<file path="src/hdl/rgbpt_pkg.sv">
package rgbpt_pkg;

  localparam int EntryW = 16;
  localparam int ColorW = 24;
  localparam int ChanW  = 5;
  localparam int CfgW   = 24;

  localparam logic [ColorW-1:0] ColorWhite    = 24'hFFFFFF;
  localparam logic [7:0]        DarknessReset = 8'd180;
  localparam logic [7:0]        FullStrength  = 8'd255;
  localparam logic [EntryW-1:0] FullEntry     = 16'h0001;

  typedef enum logic [2:0] {
    REG_TINT_MODE    = 3'd0,
    REG_FOG_ENABLE   = 3'd1,
    REG_FOG_COLOR    = 3'd2,
    REG_FOG_DARKNESS = 3'd3,
    REG_TINT_COLOR   = 3'd4,
    REG_TINT_ALPHA   = 3'd5,
    REG_REMAP_FLOOR  = 3'd6
  } reg_index_t;

  // Programmed register values
  typedef struct packed {
    logic              tint_mode;
    logic              fog_enable;
    logic [ColorW-1:0] fog_color;
    logic [7:0]        fog_darkness;
    logic [ColorW-1:0] tint_color;
    logic [7:0]        tint_alpha;
    logic [ColorW-1:0] remap_floor;
  } tint_regs_t;

  // Effective lerp target (5-bit channels) and strength
  typedef struct packed {
    logic [ChanW-1:0] target_r;
    logic [ChanW-1:0] target_g;
    logic [ChanW-1:0] target_b;
    logic [7:0]       strength;
  } lerp_params_t;

  typedef struct packed {
    logic [EntryW-1:0] entry;
    logic              active;
  } qitem_t;

endpackage

</file>
<file path="src/hdl/rgbpt_cfg.sv">
module rgbpt_cfg (
  input  logic                       clk,
  input  logic                       rst,
  input  logic                       cfg_we,
  input  logic [2:0]                 cfg_index,
  input  logic [rgbpt_pkg::CfgW-1:0] cfg_data,
  output rgbpt_pkg::tint_regs_t      regs,
  output rgbpt_pkg::lerp_params_t    params
);
  import rgbpt_pkg::*;

  // (f * (255 - a) + t * a) / 255, folded to one multiply: f*255 + (t - f)*a
  function automatic logic [7:0] mix255(input logic [7:0] f, input logic [7:0] t,
                                        input logic [7:0] a);
    logic signed [17:0] x;
    logic [16:0]        y;
    x = $signed({2'b00, f, 8'h00}) - $signed({10'b0, f})
        + ($signed({1'b0, t}) - $signed({1'b0, f})) * $signed({1'b0, a});
    // exact divide by 255 for a 16-bit dividend
    y = 17'(x[15:0]) + 17'(x[15:8]) + 17'd1;
    return y[15:8];
  endfunction

  logic         fog_on;
  logic         tint_on;
  logic [7:0]   fr;
  logic [7:0]   fg;
  logic [7:0]   fb;
  logic [7:0]   fa;
  lerp_params_t params_next;

  always_ff @(posedge clk) begin
    if (rst) begin
      regs.tint_mode    <= 1'b0;
      regs.fog_enable   <= 1'b0;
      regs.fog_color    <= '0;
      regs.fog_darkness <= DarknessReset;
      regs.tint_color   <= ColorWhite;
      regs.tint_alpha   <= '0;
      regs.remap_floor  <= '0;
    end else if (cfg_we) begin
      case (reg_index_t'(cfg_index))
        REG_TINT_MODE:    regs.tint_mode    <= cfg_data[0];
        REG_FOG_ENABLE:   regs.fog_enable   <= cfg_data[0];
        REG_FOG_COLOR:    regs.fog_color    <= cfg_data[ColorW-1:0];
        REG_FOG_DARKNESS: regs.fog_darkness <= cfg_data[7:0];
        REG_TINT_COLOR:   regs.tint_color   <= cfg_data[ColorW-1:0];
        REG_TINT_ALPHA:   regs.tint_alpha   <= cfg_data[7:0];
        REG_REMAP_FLOOR:  regs.remap_floor  <= cfg_data[ColorW-1:0];
        default: ;
      endcase
    end
  end

  assign fog_on  = regs.fog_enable;
  assign tint_on = (regs.tint_alpha != 8'd0);

  always_comb begin
    if (fog_on && !tint_on) begin
      fr = regs.fog_color[23:16];
      fg = regs.fog_color[15:8];
      fb = regs.fog_color[7:0];
      fa = regs.fog_darkness;
    end else if (!fog_on) begin
      fr = regs.tint_color[23:16];
      fg = regs.tint_color[15:8];
      fb = regs.tint_color[7:0];
      fa = regs.tint_alpha;
    end else begin
      fr = mix255(regs.fog_color[23:16], regs.tint_color[23:16], regs.tint_alpha);
      fg = mix255(regs.fog_color[15:8], regs.tint_color[15:8], regs.tint_alpha);
      fb = mix255(regs.fog_color[7:0], regs.tint_color[7:0], regs.tint_alpha);
      fa = mix255(regs.fog_darkness, regs.tint_alpha, regs.tint_alpha);
    end
    params_next.target_r = fr[7:3];
    params_next.target_g = fg[7:3];
    params_next.target_b = fb[7:3];
    params_next.strength = fa;
  end

  // Refresh every cycle; params is registered again from regs, so it follows each register write
  always_ff @(posedge clk) begin
    params <= params_next;
  end

endmodule

</file>
<file path="src/hdl/rgbpt_front.sv">
module rgbpt_front (
  input  logic                         s_tvalid,
  output logic                         s_tready,
  input  logic [rgbpt_pkg::EntryW-1:0] s_tdata,
  input  rgbpt_pkg::tint_regs_t        regs,
  input  logic                         q_full,
  output logic                         q_push,
  output rgbpt_pkg::qitem_t            q_item
);
  import rgbpt_pkg::*;

  logic remap_ident;
  logic active;

  assign remap_ident = (regs.tint_color == ColorWhite) && (regs.remap_floor == '0);

  // Tag each entry: pass through or tint
  always_comb begin
    if (regs.tint_mode) begin
      active = regs.fog_enable || !remap_ident;
    end else begin
      active = regs.fog_enable || (regs.tint_alpha != 8'd0);
    end
  end

  assign s_tready      = !q_full;
  assign q_push        = s_tvalid && !q_full;
  assign q_item.entry  = s_tdata;
  assign q_item.active = active;

endmodule

</file>
<file path="src/hdl/rgbpt_queue.sv">
module rgbpt_queue #(
  parameter int DEPTH = 2
) (
  input  logic              clk,
  input  logic              rst,
  input  logic              push,
  input  rgbpt_pkg::qitem_t push_item,
  output logic              full,
  input  logic              pop,
  output rgbpt_pkg::qitem_t head,
  output logic              empty
);
  import rgbpt_pkg::*;

  localparam int PtrW = (DEPTH > 1) ? $clog2(DEPTH) : 1;
  localparam int CntW = $clog2(DEPTH + 1);

  qitem_t          slots [DEPTH];
  logic [PtrW-1:0] wr_ptr;
  logic [PtrW-1:0] rd_ptr;
  logic [CntW-1:0] count;

  function automatic logic [PtrW-1:0] ptr_inc(input logic [PtrW-1:0] p);
    return (p == PtrW'(DEPTH - 1)) ? '0 : p + 1'b1;
  endfunction

  assign full  = (count == CntW'(DEPTH));
  assign empty = (count == '0);
  assign head  = slots[rd_ptr];

  always_ff @(posedge clk) begin
    if (rst) begin
      wr_ptr <= '0;
      rd_ptr <= '0;
      count  <= '0;
    end else begin
      if (push) begin
        wr_ptr <= ptr_inc(wr_ptr);
      end
      if (pop) begin
        rd_ptr <= ptr_inc(rd_ptr);
      end
      if (push && !pop) begin
        count <= count + 1'b1;
      end else if (pop && !push) begin
        count <= count - 1'b1;
      end
    end
  end

  always_ff @(posedge clk) begin
    if (push) begin
      slots[wr_ptr] <= push_item;
    end
  end

  a_no_overflow: assert property (@(posedge clk) disable iff (rst) push |-> !full)
    else $error("queue push while full");
  a_no_underflow: assert property (@(posedge clk) disable iff (rst) pop |-> !empty)
    else $error("queue pop while empty");
  a_count_bound: assert property (@(posedge clk) disable iff (rst)
    count <= CntW'(DEPTH))
    else $error("queue count out of range");

endmodule

</file>
<file path="src/hdl/rgbpt_back.sv">
module rgbpt_back (
  input  logic                         clk,
  input  logic                         rst,
  input  rgbpt_pkg::tint_regs_t        regs,
  input  rgbpt_pkg::lerp_params_t      params,
  input  rgbpt_pkg::qitem_t            head,
  input  logic                         q_empty,
  output logic                         q_pop,
  output logic                         m_tvalid,
  input  logic                         m_tready,
  output logic [rgbpt_pkg::EntryW-1:0] m_tdata,
  output logic                         m_tuser
);
  import rgbpt_pkg::*;

  // c + (t - c) * a / 256, truncating toward zero
  function automatic logic [ChanW-1:0] lerp_chan(input logic [ChanW-1:0] c,
                                                 input logic [ChanW-1:0] t,
                                                 input logic [7:0] a);
    logic signed [6:0]  d;
    logic signed [14:0] p;
    logic signed [14:0] q;
    d = $signed({2'b00, t}) - $signed({2'b00, c});
    p = d * $signed({1'b0, a});
    q = (p + (p[14] ? 15'sd255 : 15'sd0)) >>> 8;
    return c + q[ChanW-1:0];
  endfunction

  function automatic logic [ChanW-1:0] remap_chan(input logic [ChanW-1:0] c,
                                                  input logic [7:0] scale,
                                                  input logic [7:0] flo);
    logic [12:0] prod;
    logic [5:0]  v;
    prod = 13'(c) * 13'(scale);
    v    = 6'(flo[7:3]) + 6'(prod[12:8]);
    return v[5] ? 5'h1F : v[ChanW-1:0];
  endfunction

  logic              load;
  logic [ChanW-1:0]  r;
  logic [ChanW-1:0]  g;
  logic [ChanW-1:0]  b;
  logic [EntryW-1:0] result;

  assign load  = !q_empty && (!m_tvalid || m_tready);
  assign q_pop = load;

  always_comb begin
    if (regs.tint_mode) begin
      r = remap_chan(head.entry[15:11], regs.tint_color[23:16], regs.remap_floor[23:16]);
      g = remap_chan(head.entry[10:6], regs.tint_color[15:8], regs.remap_floor[15:8]);
      b = remap_chan(head.entry[5:1], regs.tint_color[7:0], regs.remap_floor[7:0]);
    end else begin
      r = lerp_chan(head.entry[15:11], params.target_r, params.strength);
      g = lerp_chan(head.entry[10:6], params.target_g, params.strength);
      b = lerp_chan(head.entry[5:1], params.target_b, params.strength);
    end
    if (!head.active) begin
      result = head.entry;
    end else if (!regs.tint_mode && params.strength == FullStrength) begin
      result = FullEntry;
    end else begin
      result = {r, g, b, 1'b1};
    end
  end

  always_ff @(posedge clk) begin
    if (rst) begin
      m_tvalid <= 1'b0;
    end else if (load) begin
      m_tvalid <= 1'b1;
    end else if (m_tready) begin
      m_tvalid <= 1'b0;
    end
  end

  always_ff @(posedge clk) begin
    if (load) begin
      m_tdata <= result;
      m_tuser <= head.active;
    end
  end

  a_load_shows: assert property (@(posedge clk) disable iff (rst) load |=> m_tvalid)
    else $error("loaded result not presented");
  a_alpha_set: assert property (@(posedge clk) disable iff (rst)
    (m_tvalid && m_tuser) |-> m_tdata[0])
    else $error("tinted entry without alpha bit");
  a_no_load_held: assert property (@(posedge clk) disable iff (rst)
    (m_tvalid && !m_tready) |-> !load)
    else $error("output overwritten while stalled");

endmodule

</file>
<file path="src/hdl/rgba5551_palette_tint_unit.sv">
// An input entry passes through the queue, then the output register, to appear on m_tvalid.
// Throughput: one entry per cycle; the 2-entry queue and output register keep both sides
// independent, so a stalled output only stops input once the queue fills.
// Reset (rst, synchronous): empties the queue, drops m_tvalid and loads the register defaults;
// the effective lerp target and strength are re-registered from them and follow any write.
module rgba5551_palette_tint_unit #(
  parameter int QUEUE_DEPTH = 2
) (
  input  logic        clk,
  input  logic        rst,
  input  logic        s_tvalid,
  output logic        s_tready,
  input  logic [15:0] s_tdata,   // [15:0] entry
  output logic        m_tvalid,
  input  logic        m_tready,
  output logic [15:0] m_tdata,   // [15:0] tinted_entry
  output logic        m_tuser,   // [0] tint_active
  input  logic        cfg_we,
  input  logic [2:0]  cfg_index,
  input  logic [23:0] cfg_data
);
  import rgbpt_pkg::*;

  tint_regs_t   regs;
  lerp_params_t params;
  qitem_t       q_item;
  qitem_t       q_head;
  logic         q_push;
  logic         q_pop;
  logic         q_full;
  logic         q_empty;

  rgbpt_cfg u_cfg (
    .clk       (clk),
    .rst       (rst),
    .cfg_we    (cfg_we),
    .cfg_index (cfg_index),
    .cfg_data  (cfg_data),
    .regs      (regs),
    .params    (params)
  );

  rgbpt_front u_front (
    .s_tvalid (s_tvalid),
    .s_tready (s_tready),
    .s_tdata  (s_tdata),
    .regs     (regs),
    .q_full   (q_full),
    .q_push   (q_push),
    .q_item   (q_item)
  );

  rgbpt_queue #(
    .DEPTH (QUEUE_DEPTH)
  ) u_queue (
    .clk       (clk),
    .rst       (rst),
    .push      (q_push),
    .push_item (q_item),
    .full      (q_full),
    .pop       (q_pop),
    .head      (q_head),
    .empty     (q_empty)
  );

  rgbpt_back u_back (
    .clk      (clk),
    .rst      (rst),
    .regs     (regs),
    .params   (params),
    .head     (q_head),
    .q_empty  (q_empty),
    .q_pop    (q_pop),
    .m_tvalid (m_tvalid),
    .m_tready (m_tready),
    .m_tdata  (m_tdata),
    .m_tuser  (m_tuser)
  );

endmodule
</file>
<file path="config.mk">
export PLATFORM = sky130hd
export DESIGN_NAME = rgba5551_palette_tint_unit
export DESIGN_NICKNAME = d
export VERILOG_FILES = /design/src/hdl/rgbpt_pkg.sv /design/src/hdl/rgbpt_cfg.sv /design/src/hdl/rgbpt_front.sv /design/src/hdl/rgbpt_queue.sv /design/src/hdl/rgbpt_back.sv /design/src/hdl/rgba5551_palette_tint_unit.sv
export SDC_FILE = /design/constraint.sdc
export NUM_CORES = 2
export LEC_CHECK = 0
export CAP_MARGIN = 30
export CORE_UTILIZATION = 50
export DETAILED_ROUTE_END_ITERATION = 8
export DONT_BUFFER_PORTS = 1
export HOLD_SLACK_MARGIN = 0.02
export PLACE_DENSITY = 0.61
export SETUP_SLACK_MARGIN = 0.05
export SYNTH_ARGS = -nofsm -noshare
export SYNTH_HDL_FRONTEND = slang
export SYNTH_SLANG_ARGS = --single-unit
</file>
<file path="constraint.sdc">
create_clock -name clk -period 13.58 [get_ports clk]
set_input_delay 0 -clock clk [delete_from_list [all_inputs] [get_ports clk]]
set_output_delay 0 -clock clk [all_outputs]
set_load 0.05 [all_outputs]
</file>
==> impl_metrics.prom <==
# TYPE chip_impl_metric gauge
chip_impl_info{name="grt_setup_unrepaired",value="false"} 1
chip_impl_info{name="hold_path.class",value="in -> reg"} 1
chip_impl_metric{name="ys_async_sr_fraction",unit="%"} 0
chip_impl_metric{name="synth_mux_area_share",unit="%"} 0.935
chip_impl_metric{name="worst-endpoint-required",unit="ns"} 13.79
chip_impl_metric{name="max-clock-path-buffers",unit=""} 2
chip_impl_metric{name="core.rowCount",unit=""} 90
chip_impl_metric{name="antenna_found_initial",unit=""} 9
chip_impl_metric{name="core_region_area",unit="sq um"} 60700
chip_impl_metric{name="yosysUniqueCellTypes",unit=""} 79
chip_impl_info{name="yosys.area.top_type",value="sky130_fd_sc_hd__fa_1"} 1
chip_impl_metric{name="synth_simple_gate_area_share",unit="%"} 16.3
chip_impl_info{name="worstSetupEndpointType",value="register"} 1
chip_impl_info{name="startpoint_type",value="register"} 1
chip_impl_metric{name="drt-wirelength-per-cell",unit="um"} 18.9
chip_impl_metric{name="remaining_drc_errors",unit=""} 0
chip_impl_metric{name="synth.yosys.warnings",unit=""} 0
chip_impl_info{name="cts_root_buffer",value="sky130_fd_sc_hd__clkbuf_16"} 1
chip_impl_metric{name="synth_seq_area_share",unit="%"} 12.7
chip_impl_metric{name="setup_viol",unit=""} 0
chip_impl_metric{name="synth-compound-area-share",unit="%"} 10.9
chip_impl_metric{name="synth_area_per_cell",unit="sq um"} 8.91
chip_impl_metric{name="grt_start_max_net_pins",unit=""} 97
chip_impl_metric{name="postSynthRegisterBits",unit=""} 170
chip_impl_metric{name="synth_nets",unit=""} 4375
chip_impl_metric{name="cts_repair_resize_count",unit=""} 0
chip_impl_metric{name="synth_adder_area_share",unit="%"} 45.5
chip_impl_metric{name="post-route-min-period",unit="ns"} 9.89
chip_impl_metric{name="synthXorXnorAreaFrac",unit="%"} 5.74
chip_impl_metric{name="total_leakage_power",unit="nW"} 15.6
chip_impl_metric{name="final_design_area_no_fill",unit="sq um"} 33100
chip_impl_metric{name="placedInstanceArea",unit="sq um"} 31800
chip_impl_metric{name="dp_hpwl",unit="um"} 64800
chip_impl_metric{name="count_of_flip_flops_with_a_built_in_enable_after_synthesis",unit=""} 51
chip_impl_metric{name="postCtsHoldBufs",unit=""} 62
chip_impl_metric{name="fillcell_total",unit=""} 5599
chip_impl_metric{name="slowest_cell_delay_on_critical_path",unit="ns"} 0.55
chip_impl_metric{name="path_clk_slew",unit="ns"} 0.08
chip_impl_metric{name="h-tree-depth",unit=""} 4
chip_impl_info{name="combinational_family_with_the_most_area_after_synthesis",value="adder cells"} 1
chip_impl_metric{name="fin_skew",unit="ns"} 0.0122
chip_impl_metric{name="io_pins",unit=""} 67
chip_impl_metric{name="finalHoldViolCount",unit=""} 0
chip_impl_metric{name="setup-tns-final",unit="ns"} 0
chip_impl_metric{name="max_slew_margin",unit="%"} 27.6
chip_impl_metric{name="power_density",unit="nW/um^2"} 187
chip_impl_metric{name="peakVddDrop",unit="mV"} 0.163
chip_impl_metric{name="maximum_frequency_from_static_timing_analysis",unit="MHz"} 101
chip_impl_metric{name="antenna_violating_nets_post_route",unit=""} 0
chip_impl_metric{name="post_cts.repair.setup_buffers",unit=""} 0
chip_impl_metric{name="first_global_vias",unit=""} 24800
chip_impl_metric{name="tightestPinTransition",unit="ns"} 1.08
chip_impl_metric{name="placedCellCount",unit=""} 4185
chip_impl_metric{name="post_route_cells_drive_above_1_share",unit="%"} 2.97
chip_impl_metric{name="finalWeightedCongestion",unit=""} 0.907
chip_impl_metric{name="worstSkewPairLatency",unit="ns"} 0.47
chip_impl_metric{name="dieHeight",unit="um"} 251
chip_impl_metric{name="buffer_ports.inserted",unit=""} 0
chip_impl_info{name="cpMostUsedCell",value="sky130_fd_sc_hd__fa_1"} 1
chip_impl_info{name="cts_tree",value="done"} 1
chip_impl_info{name="synthFlopType",value="sky130_fd_sc_hd__dfxtp_1"} 1
chip_impl_metric{name="cts.sink_count",unit=""} 170
chip_impl_metric{name="crit_fanout",unit=""} 16
chip_impl_metric{name="detailedRoute.firstIterationViolations",unit=""} 1548
chip_impl_metric{name="synth.cell_area",unit="sq um"} 30900
chip_impl_metric{name="via_count",unit=""} 23900
chip_impl_metric{name="fin_crit_sh",unit="%"} 72.8
chip_impl_metric{name="netlist_instances",unit=""} 3469
chip_impl_metric{name="grt_overflow_total",unit=""} 0
chip_impl_metric{name="vias_per_cell",unit=""} 5.58
chip_impl_info{name="yosys-top-cells-area",value="sky130_fd_sc_hd__fa_1 (29%), sky130_fd_sc_hd__ha_1 (17%), sky130_fd_sc_hd__dfxtp_1 (7.7%)"} 1
chip_impl_metric{name="drv.max_cap_violation_count",unit=""} 0
chip_impl_metric{name="syn2layout_area_growth",unit="%"} 7.02
chip_impl_metric{name="grt_util_all_layers",unit="%"} 26.7
chip_impl_metric{name="fin_cells",unit=""} 4285
chip_impl_info{name="criticalPathCategory",value="reg -> reg"} 1
chip_impl_metric{name="slew_viol_final",unit=""} 0
chip_impl_metric{name="number_of_nets_in_the_finished_design",unit=""} 4390
chip_impl_metric{name="yosys.area.top_type_share",unit="%"} 28.7
chip_impl_metric{name="drt_wl_total",unit="um"} 81000
chip_impl_metric{name="finish.utilization",unit="%"} 54.5
chip_impl_metric{name="cts-buffers-inserted",unit=""} 17
chip_impl_metric{name="worstPathArrival",unit="ns"} 10.10
chip_impl_info{name="run_status",value="complete, no violations"} 1
chip_impl_metric{name="initial_cell_density_of_the_core",unit="%"} 50.9
chip_impl_info{name="cp_max_delay_cell",value="sky130_fd_sc_hd__xnor2_1"} 1
chip_impl_metric{name="whs",unit="ns"} 0.104
chip_impl_metric{name="grt_first_pass_wirelength",unit="um"} 131000
chip_impl_metric{name="timing.critical_path.buf_inv",unit=""} 6
chip_impl_metric{name="design.die.area",unit="sq um"} 62800
chip_impl_metric{name="drt_first_pass_iters",unit=""} 7
chip_impl_metric{name="floorplan.die.width",unit="um"} 251
chip_impl_info{name="timing.critical_path.max_delay_family",value="adder cells"} 1
-- worst register-to-register path: cells and delay by family (launching register included) --
| kind | cells | cell delay [ns] |
|---|---|---|
| buf+inv | 6 | 0.83 |
| fa+ha+maj | 10 | 3.81 |
| compound gates | 11 | 2.12 |
| flops | 1 | 0.36 |
| mux | 1 | 0.47 |
| simple gates | 6 | 0.85 |
| xor+xnor | 5 | 1.18 |
-- through the flow --
step           setup slack [ns]  power (W)
3_3_place_gp               4.16    0.00547
2_1_floorplan              4.62    0.00448
3_5_place_dp               3.76    0.00563
5_1_grt                    2.99    0.00691
6_report                   3.69    0.00619
4_1_cts                    3.74    0.00621
-- cell type report --
class | count | area [sq um] | share of cell area [%]
diodes | 6 | 15.0 | 0.0454
multi-input cells | 2639 | 24500 | 74.2
clock inverters | 15 | 195 | 0.590
repair buffers | 90 | 898 | 2.72
clock buffers | 17 | 425 | 1.29
flip-flops and latches | 170 | 3910 | 11.8
inverters | 566 | 2120 | 6.42
well taps | 782 | 978 | 2.96
-- kinds of logic after synthesis --
group,count (synthesis)
compound gates,511
fa+ha+maj,858
buf+inv,660
xor+xnor,201
mux,27
simple gates,1042
flops,170
-- Yosys cell counts (all sizes together), types with 12 or more instances --
library cell / n
nand2b: 21
nor2: 158
xor2: 61
edfxtp: 51
a21o: 53
dfxtp: 119
inv: 561
nor3: 37
o21ai: 91
o21a: 35
and2: 202
nand2: 437
nand3: 23
or2: 16
fa: 443
nor4: 14
a211o: 28
xnor2: 140
o21bai: 18
mux2i: 18
o31a: 12
a21oi: 165
o221ai: 14
a211oi: 20
clkbuf: 90
ha: 415
nor2b: 79
o211ai: 13
o22ai: 12
-- cell usage in the layout (no fill, tap or decap), types with 11 or more instances in the layout --
cell and count:
sky130_fd_sc_hd__a21o_1 53, sky130_fd_sc_hd__nor3_1 36, sky130_fd_sc_hd__edfxtp_1 51, sky130_fd_sc_hd__nand2_1 437
sky130_fd_sc_hd__clkbuf_16 17, sky130_fd_sc_hd__mux2i_1 16, sky130_fd_sc_hd__xnor2_1 138, sky130_fd_sc_hd__nand4_1 11
sky130_fd_sc_hd__inv_1 561, sky130_fd_sc_hd__buf_4 23, sky130_fd_sc_hd__nor2b_1 79, sky130_fd_sc_hd__nand3_1 22
sky130_fd_sc_hd__ha_1 415, sky130_fd_sc_hd__a211o_1 28, sky130_fd_sc_hd__o31a_1 12, sky130_fd_sc_hd__or2_2 14
sky130_fd_sc_hd__o21a_1 35, sky130_fd_sc_hd__fa_1 443, sky130_fd_sc_hd__o221ai_1 14, sky130_fd_sc_hd__nor4_1 13
sky130_fd_sc_hd__o211ai_1 12, sky130_fd_sc_hd__dfxtp_1 119, sky130_fd_sc_hd__dlygate4sd3_1 61, sky130_fd_sc_hd__o21bai_1 18
sky130_fd_sc_hd__nor2_1 155, sky130_fd_sc_hd__xor2_1 61, sky130_fd_sc_hd__a211oi_1 20, sky130_fd_sc_hd__and2_1 202
sky130_fd_sc_hd__o22ai_1 11, sky130_fd_sc_hd__o21ai_1 22, sky130_fd_sc_hd__o21ai_0 69, sky130_fd_sc_hd__a21oi_1 165
sky130_fd_sc_hd__nand2b_1 21
-- power by group --
group / internal, W / switching (W)
registers: 0.000618 / 0.000136
clock network: 0.000253 / 0.000265
logic: 0.00212 / 0.00280
-- sequential cells by signal (all words and copies together), names as in the netlist, named ones only --
signal / cells
u_back.m_tvalid: 1
u_queue.rd_ptr: 1
u_cfg.fog_on: 1
u_back.m_tdata: 16
u_cfg.params: 23
u_queue.slots: 34
u_queue.wr_ptr: 1
u_back.m_tuser: 1
u_cfg.regs: 89
u_queue.count: 2
-- per-layer routing --
layer  wire length, um  GRT usage (%)
met1             35300           35.2
met2             39000           45.3
met3              4290           3.53
met4              2460           8.48
met5                48              0
-- worst paths after layout --
check             cells past startpoint  slack, ns                  to           from
setup / recovery                     39       3.69  u_back.m_tdata[15]       register
hold / removal                        4       0.10      u_cfg.regs[63]         cfg_we
setup reg to reg                     39       3.69  u_back.m_tdata[15]       register
hold reg to reg                       2       0.46       u_cfg.regs[0]  u_cfg.regs[0]
Power figures use the tool's default switching activity.
